$ cat src/rtl/cia_pkg.sv
`default_nettype none
package cia_pkg;

  // Operation selector carried in the input tuser
  typedef enum logic [1:0] {
    OP_PROCESS    = 2'd0,
    OP_SET_TARGET = 2'd1,
    OP_START_HOME = 2'd2,
    OP_STOP       = 2'd3
  } op_e;

  // Configuration register indexes
  typedef enum logic [1:0] {
    CFG_POS_WINDOW    = 2'd0,
    CFG_SETTLE_TMO    = 2'd1,
    CFG_STABLE_NEEDED = 2'd2,
    CFG_ENABLE_DELAY  = 2'd3
  } cfg_idx_e;

  // Homing outcome codes
  typedef enum logic [1:0] {
    HM_RES_NONE    = 2'd0,
    HM_RES_OK      = 2'd1,
    HM_RES_TIMEOUT = 2'd2,
    HM_RES_ERROR   = 2'd3
  } hm_res_e;

  localparam logic [15:0] SW_MASK_A      = 16'h004F;
  localparam logic [15:0] SW_MASK_B      = 16'h006F;
  localparam logic [15:0] ST_SW_DISABLED = 16'h0040;
  localparam logic [15:0] ST_READY       = 16'h0021;
  localparam logic [15:0] ST_SWITCHED_ON = 16'h0023;
  localparam logic [15:0] ST_OP_ENABLED  = 16'h0027;
  localparam logic [15:0] CMD_SHUTDOWN   = 16'h0006;
  localparam logic [15:0] CMD_SWITCH_ON  = 16'h0007;
  localparam logic [15:0] CMD_ENABLE_OP  = 16'h000F;
  localparam logic [15:0] KEEP_HIGH      = 16'h00F0;
  localparam logic [15:0] LOW_NIBBLE     = 16'h000F;
  localparam logic [15:0] BIT_START      = 16'h0010;
  localparam logic [15:0] BIT_RELATIVE   = 16'h0040;
  localparam logic [15:0] BIT_ACK        = 16'h1000;
  localparam logic [15:0] BIT_ATTAINED   = 16'h1000;
  localparam logic [15:0] BIT_HM_ERROR   = 16'h2000;
  localparam logic [7:0]  MODE_PP        = 8'd1;
  localparam logic [7:0]  MODE_HM        = 8'd6;

  localparam logic [31:0] POS_WINDOW_RST    = 32'd100;
  localparam logic [15:0] SETTLE_TMO_RST    = 16'd5000;
  localparam logic [15:0] STABLE_NEEDED_RST = 16'd50;
  localparam logic [6:0]  ENABLE_DELAY_RST  = 7'd20;

  // Homing bookkeeping kept across cycles
  typedef struct packed {
    logic        pending;
    logic        settling;
    logic [15:0] countdown;
    logic [15:0] stable;
  } hm_state_t;

  typedef struct packed {
    logic [31:0] pos_window;
    logic [15:0] settle_tmo;
    logic [15:0] stable_needed;
  } hm_cfg_t;

endpackage
`default_nettype wire

$ cat src/rtl/cia_homing.sv
`default_nettype none
module cia_homing (
  input  var cia_pkg::hm_state_t state_i,
  input  var cia_pkg::hm_cfg_t   cfg_i,
  input  wire logic [15:0]       ctrl_i,
  input  wire logic [15:0]       status_i,
  input  wire logic [31:0]       pos_i,
  output cia_pkg::hm_state_t     state_o,
  output logic [15:0]            ctrl_o,
  output cia_pkg::hm_res_e       result_o
);
  import cia_pkg::*;

  logic        started;
  logic [31:0] mag;

  assign started = (ctrl_i & BIT_START) != 16'h0000;
  assign mag     = pos_i[31] ? (32'd0 - pos_i) : pos_i;

  always_comb begin
    state_o  = state_i;
    ctrl_o   = ctrl_i;
    result_o = HM_RES_NONE;
    if ((status_i & BIT_HM_ERROR) != 16'h0000) begin
      ctrl_o           = ctrl_i & ~BIT_START;
      state_o.pending  = 1'b0;
      state_o.settling = 1'b0;
      result_o         = HM_RES_ERROR;
    end else if (!started && state_i.pending) begin
      ctrl_o           = ctrl_i | BIT_START;
      state_o.pending  = 1'b0;
      state_o.settling = 1'b0;
    end else if (started) begin
      // arm the settle check on the first attained cycle
      if (((status_i & BIT_ATTAINED) != 16'h0000) && !state_i.settling) begin
        state_o.settling  = 1'b1;
        state_o.countdown = cfg_i.settle_tmo;
        state_o.stable    = 16'd0;
      end
      if (state_o.settling) begin
        if (state_o.countdown != 16'd0) begin
          state_o.countdown = state_o.countdown - 16'd1;
        end
        if (mag <= cfg_i.pos_window) begin
          if (state_o.stable != 16'hFFFF) begin
            state_o.stable = state_o.stable + 16'd1;
          end
        end else begin
          state_o.stable = 16'd0;
        end
        if (state_o.stable >= cfg_i.stable_needed) begin
          ctrl_o           = ctrl_i & ~BIT_START;
          state_o.settling = 1'b0;
          result_o         = HM_RES_OK;
        end else if (state_o.countdown == 16'd0) begin
          ctrl_o           = ctrl_i & ~BIT_START;
          state_o.settling = 1'b0;
          result_o         = HM_RES_TIMEOUT;
        end
      end
    end
  end

endmodule
`default_nettype wire

$ cat src/rtl/cia402_drive_enable_and_homing_core.sv
`default_nettype none
// Latency: a word accepted on the slave side passes the input register and then the result register to the master side.
// Throughput: one word per cycle while the master side does not stall; the state update for a word is
//   combinational between the input register and the result register.
// Reset: rst_ni clears all drive state, both valid flags and loads the register defaults
//   (window 100, timeout 5000, stable count 50, enable delay 20).
module cia402_drive_enable_and_homing_core (
  input  wire logic        clk_i,
  input  wire logic        rst_ni,
  // configuration write port
  input  wire logic        cfg_we_i,
  input  wire logic [1:0]  cfg_index_i,
  input  wire logic [31:0] cfg_wdata_i,
  // slave side
  input  wire logic        s_axis_tvalid,
  output logic             s_axis_tready,
  // tdata: [0] link_operational, [16:1] drive status, [24:17] mode_display,
  //        [56:25] position feedback, [88:57] new_target, [95:89] zero
  input  wire logic [95:0] s_axis_tdata,
  // tuser: [1:0] operation
  input  wire logic [1:0]  s_axis_tuser,
  // master side
  output logic             m_axis_tvalid,
  input  wire logic        m_axis_tready,
  // tdata: [15:0] drive control, [23:16] mode_command, [55:24] commanded target,
  //        [57:56] homing_result, [63:58] zero
  output logic [63:0]      m_axis_tdata
);
  import cia_pkg::*;

  // configuration
  logic [31:0] pos_window_q;
  logic [15:0] settle_tmo_q;
  logic [15:0] stable_needed_q;
  logic [6:0]  enable_delay_q;

  // input register
  logic        in_valid_q;
  logic [1:0]  in_op_q;
  logic        in_link_q;
  logic [15:0] in_sw_q;
  logic [7:0]  in_mode_q;
  logic [31:0] in_pos_q;
  logic [31:0] in_tgt_q;

  // drive state
  logic [15:0] ctrl_q, ctrl_d;
  logic [7:0]  mode_q, mode_d;
  logic [31:0] target_q, target_d;
  logic        sp_pend_q, sp_pend_d;
  logic [7:0]  wait_q, wait_d;
  hm_state_t   hm_q, hm_d;

  // result register
  logic        out_valid_q;
  logic [63:0] out_data_q;

  hm_cfg_t     hm_cfg;
  hm_state_t   hm_next;
  logic [15:0] hm_ctrl;
  hm_res_e     hm_res;
  hm_res_e     result;
  logic [15:0] high;
  logic        out_free;
  logic        advance;

  // The result slot frees when empty or being taken; the input slot then drains into it.
  assign out_free      = !out_valid_q || m_axis_tready;
  assign advance       = in_valid_q && out_free;
  assign s_axis_tready = !in_valid_q || out_free;
  assign m_axis_tvalid = out_valid_q;
  assign m_axis_tdata  = out_data_q;

  assign hm_cfg.pos_window    = pos_window_q;
  assign hm_cfg.settle_tmo    = settle_tmo_q;
  assign hm_cfg.stable_needed = stable_needed_q;

  cia_homing u_homing (
    .state_i  (hm_q),
    .cfg_i    (hm_cfg),
    .ctrl_i   (ctrl_q),
    .status_i (in_sw_q),
    .pos_i    (in_pos_q),
    .state_o  (hm_next),
    .ctrl_o   (hm_ctrl),
    .result_o (hm_res)
  );

  // Only bits 7..4 of the control word survive a state command of the enable sequence.
  assign high = ctrl_q & KEEP_HIGH;

  always_comb begin
    ctrl_d    = ctrl_q;
    mode_d    = mode_q;
    target_d  = target_q;
    sp_pend_d = sp_pend_q;
    wait_d    = wait_q;
    hm_d      = hm_q;
    result    = HM_RES_NONE;
    case (op_e'(in_op_q))
      OP_SET_TARGET: begin
        mode_d    = MODE_PP;
        target_d  = in_tgt_q;
        ctrl_d    = ctrl_q & ~BIT_RELATIVE;
        sp_pend_d = 1'b1;
      end
      OP_START_HOME: begin
        mode_d     = MODE_HM;
        ctrl_d     = ctrl_q & ~BIT_RELATIVE;
        hm_d.pending = 1'b1;
      end
      OP_STOP: begin
        ctrl_d = CMD_SHUTDOWN;
      end
      default: begin
        if ((in_sw_q & SW_MASK_B) == ST_OP_ENABLED) begin
          if (in_mode_q == MODE_PP) begin
            // new-setpoint handshake: raise start, drop it on acknowledge
            if ((ctrl_q & BIT_START) != 16'h0000) begin
              if ((in_sw_q & BIT_ACK) != 16'h0000) begin
                ctrl_d = ctrl_q & ~BIT_START;
              end
            end else if (sp_pend_q) begin
              ctrl_d    = ctrl_q | BIT_START;
              sp_pend_d = 1'b0;
            end
          end else if (in_mode_q == MODE_HM) begin
            ctrl_d = hm_ctrl;
            hm_d   = hm_next;
            result = hm_res;
          end
        end else if (in_link_q) begin
          // enable sequence, frozen while the link is down
          if (wait_q != 8'd0) begin
            wait_d = wait_q - 8'd1;
          end else if ((in_sw_q & SW_MASK_A) == ST_SW_DISABLED) begin
            ctrl_d = high | CMD_SHUTDOWN;
            wait_d = {1'b0, enable_delay_q};
          end else if ((in_sw_q & SW_MASK_B) == ST_READY) begin
            ctrl_d = high | CMD_SWITCH_ON;
            wait_d = {1'b0, enable_delay_q};
          end else if ((in_sw_q & SW_MASK_B) == ST_SWITCHED_ON) begin
            // a second enable attempt from switched-on drops back to shutdown
            if ((ctrl_q & LOW_NIBBLE) == CMD_ENABLE_OP) begin
              ctrl_d = high | CMD_SHUTDOWN;
            end else begin
              ctrl_d = high | CMD_ENABLE_OP;
            end
            wait_d = {enable_delay_q, 1'b0};
          end
        end
      end
    endcase
  end

  // configuration registers
  always_ff @(posedge clk_i or negedge rst_ni) begin
    if (!rst_ni) begin
      pos_window_q    <= POS_WINDOW_RST;
      settle_tmo_q    <= SETTLE_TMO_RST;
      stable_needed_q <= STABLE_NEEDED_RST;
      enable_delay_q  <= ENABLE_DELAY_RST;
    end else if (cfg_we_i) begin
      unique case (cfg_idx_e'(cfg_index_i))
        CFG_POS_WINDOW:    pos_window_q    <= cfg_wdata_i;
        CFG_SETTLE_TMO:    settle_tmo_q    <= cfg_wdata_i[15:0];
        CFG_STABLE_NEEDED: stable_needed_q <= cfg_wdata_i[15:0];
        CFG_ENABLE_DELAY:  enable_delay_q  <= cfg_wdata_i[6:0];
        default: ;
      endcase
    end
  end

  // input register: hold a word until the result slot can take it
  always_ff @(posedge clk_i or negedge rst_ni) begin
    if (!rst_ni) begin
      in_valid_q <= 1'b0;
    end else if (s_axis_tready) begin
      in_valid_q <= s_axis_tvalid;
    end
  end

  always_ff @(posedge clk_i) begin
    if (s_axis_tready && s_axis_tvalid) begin
      in_op_q   <= s_axis_tuser;
      in_link_q <= s_axis_tdata[0];
      in_sw_q   <= s_axis_tdata[16:1];
      in_mode_q <= s_axis_tdata[24:17];
      in_pos_q  <= s_axis_tdata[56:25];
      in_tgt_q  <= s_axis_tdata[88:57];
    end
  end

  // drive state and result register: advance once per word
  always_ff @(posedge clk_i or negedge rst_ni) begin
    if (!rst_ni) begin
      ctrl_q      <= 16'd0;
      mode_q      <= 8'd0;
      target_q    <= 32'd0;
      sp_pend_q   <= 1'b0;
      wait_q      <= 8'd0;
      hm_q        <= '0;
      out_valid_q <= 1'b0;
    end else begin
      if (advance) begin
        ctrl_q    <= ctrl_d;
        mode_q    <= mode_d;
        target_q  <= target_d;
        sp_pend_q <= sp_pend_d;
        wait_q    <= wait_d;
        hm_q      <= hm_d;
      end
      if (out_free) begin
        out_valid_q <= in_valid_q;
      end
    end
  end

  always_ff @(posedge clk_i) begin
    if (advance) begin
      out_data_q <= {6'd0, result, target_d, mode_d, ctrl_d};
    end
  end

endmodule
`default_nettype wire
$ cat config.mk
export PLATFORM = sky130hd
export DESIGN_NAME = cia402_drive_enable_and_homing_core
export DESIGN_NICKNAME = d
export VERILOG_FILES = /design/src/rtl/cia_pkg.sv /design/src/rtl/cia_homing.sv /design/src/rtl/cia402_drive_enable_and_homing_core.sv
export SDC_FILE = /design/constraint.sdc
export NUM_CORES = 1
export LEC_CHECK = 0
export BUFFER_PORTS_ARGS = -buffer_cell sky130_fd_sc_hd__buf_2
export CAP_MARGIN = 20
export CORE_MARGIN = 1.5
export CORE_UTILIZATION = 30
export CTS_CLUSTER_DIAMETER = 30
export DETAILED_ROUTE_END_ITERATION = 16
export PLACE_DENSITY = 0.45
export SYNTH_ARGS = -nofsm -noshare
export SYNTH_HDL_FRONTEND = slang
export SYNTH_SLANG_ARGS = --single-unit
$ cat constraint.sdc
create_clock -name clk_i -period 9.26 [get_ports clk_i]
set_input_delay 1.389 -clock clk_i [delete_from_list [all_inputs] [get_ports clk_i]]
set_output_delay 1.389 -clock clk_i [all_outputs]
set_load 0.01 [all_outputs]
==> impl_results.md, run 1 <==
* Run status: finished, final reports clean
* Max cap viols at 0
* CORE AREA at 50200 sq um
* Die Span Y at 228 um
* Largest net degree at the start of global routing at 70
* RSZ-0062 raised after global routing: false
* Vias in the first global route at 11200
* CTS clock-pin slew for the worst setup and hold paths at 0.04 ns
* Tmin final at 7.46 ns
* GRT Total Usage at 0.149
* Fmax at 134 MHz
* Critical Path Max Stage Delay at 0.58 ns
* Number of synthesized flops with an enable pin at 141
* CP max FO at 20
* Cells along the critical path: or4_1 -> or3_1 -> or4_1 -> or4_4 -> inv_2 -> nand2_1 -> o31ai_1 -> xnor2_1 -> ha_1 -> nand4_1 -> nor4_1 -> nand3_1 -> a22o_1 -> or2_2 -> nor2_1 -> ha_1 -> a2111oi_0 -> o21ai_0 -> a221oi_1 -> o211ai_1 -> a2111o_1 -> a41o_1 -> nand3_1
* # setup viols final at 0
* Worst min path class: reg -> reg
* # DRC at 0
* Sequential share of the synthesized area at 0.561
* Most common cell after layout, fill and taps aside: buf_2
* #FFs+latches synth at 313
* Congestion Overflow GR at 0
* Setup Total Neg Slack at 0 ns
* Die width at 228 um
* Bufs on Longest Clock Path at 3
* H-tree Lvls at 3
* Initial Util at 0.304
* Global route hottest layer: met2
* # port buffers at 181
* M3 GR Usage at 0.0329
* WL final at 38300 um
* Placed Area at 16900 sq um
* Average via count per standard cell at 4.76
* Net count, final at 1735
* Die ar. at 52200 sq um
* TritonRoute pass-1 iters at 4
* Total CTS buffers at 83
* CP Data Required Time at 9.78 ns
* Share of layout cells above drive strength 1 at 0.295
* Final worst-path cycle share at 0.806
* Routed via count at 10900
* Reg2Reg Depth at 23
* IR drop worst, VDD at 0.000173 V
* Async SR Flop Fraction at 0.550
* Post-synth cell types at 77
* Max-slew violations at 0
* Kind of start point of the critical path: flip-flop
* Met1 GRT Util at 0.187
* GP Congestion at 0.823
* Cell area after synthesis at 15200 sq um
* Cts hold-fix bufs at 0
* Num ports at 203
* Cell row count at 82
* DRC violation total after the first TritonRoute iteration at 521
* Worst Path Class, Setup: reg -> reg
* Met2 Use GR at 0.244
* Critical-path cell with the highest stage delay: or4_1
* Mapped Cells at 1312
* Cell Pwr Density at 272 nW/um^2
* CP endpoint kind: flip-flop
* Post-CTS setup buffer count at 0
* Slew headroom at 0.301
* Clock Tree Root: clkbuf_16
* Synth Flop Type: dfrtp_1
* CTS tree: done
* Setup Skew at 0.0346 ns
* First-pass GRT wire length at 61200 um
* Yosys warns at 0
* Final Hold Viols at 0
* Leakage at 8.32 nW
* Syn_area_per_cell at 11.6 sq um
* WL/cell at 16.8 um
* Most frequent cells in the layout: buf_2, dfrtp_1, edfxtp_1
* Clock Latency Late Sink at 0.60 ns
* Worst EP arrival at 7.98 ns
* PostCTS Resize Cnt at 0
* Area grow syn2layout at 29.5%
* Hold Crit Depth at 1
* Design Area, Final at 19700 sq um
* Antenna-violating nets left at 0
* CTS Sinks at 313
* Initial antenna violation count at 1
* DPL Wire Length at 26200 um
* Worst Tran Pin Value at 1.05 ns
* Pwr Total at 5.37 mW
worst max-delay path: cells and delay by family (launching register included):
family	cells	cell delay, ns
simple gates	11	3.60
compound gates	8	2.59
fa+ha+maj	2	0.56
flops	1	0.44
xor+xnor	1	0.10
buf+inv	1	0.08
power by group:
part	leakage [nW]	switching (mW)	internal, mW
logic	3.45	0.371	0.327
registers	3.49	0.114	1.71
clock network	1.38	0.871	1.98
state kept, by name, indices dropped and copies added (netlist names), 2 cells and up:
name and count:
m_axis_tdata 58, target_q 32, settle_tmo_q 16, in_tgt_q 32
hm_q 34, pos_window_q 32, mode_q 8, enable_delay_q 7
in_sw_q 8, in_op_q 2, stable_needed_q 16, in_mode_q 8
ctrl_q 16, in_pos_q 32, wait_q 8
area by class of cell:
type,instances,area (sq um)
antenna,1,2.50
clock buffer,115,2300
clock inverter,38,548
fill,4835,30400
inverter,65,246
multi-input combinational,886,6250
sequential,313,8550
tap,672,841
timing repair buffer,192,995
metal layers:
| layer | vias up | share of wire | routed length (um) |
|---|---|---|---|
| met4 | 0 | 0.027 | 1040 |
| met3 | 65 | 0.045 | 1710 |
| met2 | 239 | 0.48 | 18400 |
| met5 | - | 0 | 0 |
| li1 | 5291 | - | - |
| met1 | 5276 | 0.45 | 17200 |
kinds of logic (layout without fill, tap and decap cells):
| family | Yosys count | in the layout | synth area share |
|---|---|---|---|
| compound gates | 266 | 266 | 0.113 |
| xor+xnor | 42 | 42 | 0.0241 |
| fa+ha+maj | 57 | 57 | 0.0468 |
| buf+inv | 118 | 410 | 0.0308 |
| flops | 313 | 313 | 0.561 |
| mux | 128 | 128 | 0.0933 |
| other cells | 1 | 7 | 0.000246 |
| simple gates | 387 | 387 | 0.130 |
path summary, 6_finish.rpt:
check	to	slack, ns	start
setup / recovery	ctrl_q[4]	1.80	in_pos_q[7]
hold / removal	ctrl_q[6]	0.47	ctrl_q[6]
setup reg to reg	ctrl_q[4]	1.80	in_pos_q[7]
hold reg to reg	ctrl_q[6]	0.47	ctrl_q[6]
max in group asynchronous	hm_q[30]	7.06	rst_ni
min in group asynchronous	ctrl_q[11]	0.81	rst_ni
cells in the mapped netlist (17+ instances only):
library cell / instances / share of area
nand2_1: 126 / 0.031
a21oi_1: 48 / 0.016
dfrtp_1: 159 / 0.26
nand4_1: 17 / 0.0070
a21o_1: 26 / 0.013
xnor2_1: 37 / 0.021
mux2_2: 113 / 0.083
edfxtp_1: 141 / 0.28
ha_1: 57 / 0.047
nor3_1: 21 / 0.0069
clkbuf_1: 34 / 0.0084
and2_1: 26 / 0.011
inv_1: 63 / 0.016
nor2_1: 64 / 0.016
o21ai_0: 80 / 0.026
nand3_1: 29 / 0.0095
per-stage QoR:
stage,worst slack [ns],util,std cells,hold slack (ns)
final,1.80,0.393,2282,0.474
after global routing,1.10,0.393,2282,0.494
after CTS,1.71,0.393,2281,0.474
after detailed placement,1.76,0.337,2128,0.464
after global placement,1.80,0.337,2128,0.462
after floorplan,2.73,-,1317,0.444
No activity file was read; power rests on OpenSTA's default activity.
==> run 2: changes to the inputs <==
- clock period: 9.26 -> 7.2 ns (I/O delays scaled with it)
==> run 2 against run 1 <==
Against the previous run:
- combinational power is 30% higher
- largest cell class unchanged
- die area stayed put
- critical path type unchanged
- worst hold slack worse by 0.10 ns
- via count is 0.24% lower
==> impl_results.md, run 2 (synthesis results as in run 1) <==
* GP Congestion at 0.799
* H-tree Lvls at 3
* First-pass GRT wire length at 61700 um
* CP max FO at 19
* IR drop worst, VDD at 0.000245 V
* Max reg flops at 58
* Worst slack, placed at 0.131 ns
* Max-slew violations at 0
* GRT Total Usage at 0.150
* Worst Tran Pin Value at 1.11 ns
* CP startpoint: in_pos_q[7]
* Vias in the first global route at 11300
* CTS Sinks at 313
* # port buffers at 181
* Setup Skew at 0.0203 ns
* CORE AREA at 50200 sq um
* DRC violation total after the first TritonRoute iteration at 508
* CTS clock-pin slew for the worst setup and hold paths at 0.04 ns
* CP Data Required Time at 7.74 ns
* WL final at 38400 um
* Cell Pwr Density at 364 nW/um^2
* Congestion Overflow GR at 0
* Tmin final at 6.76 ns
* Leakage at 8.51 nW
* Final worst-path cycle share at 0.939
* Critical R2R Launch: in_pos_q[7]
* Total CTS buffers at 86
* Die ar. at 52200 sq um
* Most common cell after layout, fill and taps aside: buf_2
* Initial antenna violation count at 0
* Layout Utilization at 0.401
* DPL Wire Length at 26100 um
* Hold slack at 0.372 ns
* Most frequent cells in the layout: buf_2, dfrtp_1, edfxtp_1
* Num ports at 203
* Max cap viols at 0
* Worst EP arrival at 7.30 ns
* Fmax at 148 MHz
* Die Span Y at 228 um
* Routed via count at 10800
* Bufs on Longest Clock Path at 3
* R2r setup slk at 0.44 ns
* Area grow syn2layout at 31.9%
* Placed Area at 16900 sq um
* Net count, final at 1741
* Kind of start point of the critical path: flip-flop
* Antenna cells at 0
* WL/cell at 16.7 um
* Share of layout cells above drive strength 1 at 0.307
* CP endpoint kind: flip-flop
* Average via count per standard cell at 4.73
* Fillers at 4840
* Antenna-violating nets left at 0
* # DRC at 0
* Die width at 228 um
* Final setup margin at 0.439 ns
* Slew headroom at 0.263
* Clock Tree Root: clkbuf_16
* Cell row count at 82
* # setup viols final at 0
* CTS tree: done
* TritonRoute pass-1 iters at 5
* Worst Path Class, Setup: reg -> reg
* Worst min path class: in -> async
* Initial Util at 0.304
* Clock Latency Late Sink at 0.61 ns
* Design Area, Final at 20100 sq um
* Run status: finished, final reports clean
* Largest net degree at the start of global routing at 138
* Final Hold Viols at 0
==> run 2: cell count changes in the layout (fill, tap and decap cells not counted), moves of 3 or more <==
cell        before  now
clkbuf_16       83   86
clkbuf_1        22   15
bufinv_16        9   19
clkinv_1         1    8
clkinvlp_4       4    1
==> run 2: final cells by class <==
cell class	instances	area [sq um]	area share
sequential	313	8550	0.425
multi-input combinational	886	6310	0.314
clock buffer	109	2320	0.115
timing repair buffer	195	1030	0.0512
tap	672	841	0.0418
clock inverter	52	810	0.0403
inverter	65	246	0.0123
==> run 2: worst paths after layout <==
path,cells past startpoint,to
setup / recovery,24,ctrl_q[4]
hold / removal,1,mode_q[3]
setup reg to reg,24,ctrl_q[4]
hold reg to reg,2,hm_q[24]
max in group asynchronous,2,hm_q[1]
min in group clk_i,2,hm_q[24]
==> run 2: worst max-delay path, cell delays in order (launching register included) <==
cell       delay (ns)
edfxtp_1         0.43
or4_1            0.58
or3_4            0.37
or4_1            0.44
or4_4            0.46
nand2b_4         0.20
o41ai_4          0.33
xnor2_1          0.10
ha_1             0.30
nand4_1          0.16
or3_1            0.37
o21ai_0          0.19
a22o_1           0.18
or2_2            0.12
buf_4            0.25
nor2_1           0.08
ha_1             0.20
a2111oi_0        0.34
o21ai_1          0.18
a221oi_2         0.40
buf_4            0.17
o211ai_1         0.14
a2111o_1         0.41
a41o_1           0.20
nand3_1          0.08
==> run 2: power breakdown <==
| group | internal (mW) | switching, mW |
|---|---|---|
| Combinational | 0.428 | 0.479 |
| Clock | 2.94 | 1.14 |
| Sequential | 2.20 | 0.145 |
==> run 2: through the flow <==
step	instances	total power [mW]	setup TNS, ns
2_1_floorplan	1317	2.96	0
3_3_place_gp	2130	3.26	0
3_5_place_dp	2130	3.28	0
4_1_cts	2291	7.43	0
5_1_grt	2292	7.68	-0.00259
6_report	2292	7.33	0
==> run 2: routing by layer <==
metal	wire length [um]	track usage	vias to the layer above
li1	-	-	5296
met1	17100	0.187	5233
met2	18200	0.243	241
met3	2010	0.0423	75
met4	1080	0.0660	0
met5	0	0	-
==> run 2: what timing repair did <==
item,CTS,global route
resized for setup,0,13
endpoints found under the hold margin,0,0
endpoints found under the setup margin,0,5
hold buffers,0,0
buffers inserted,0,1
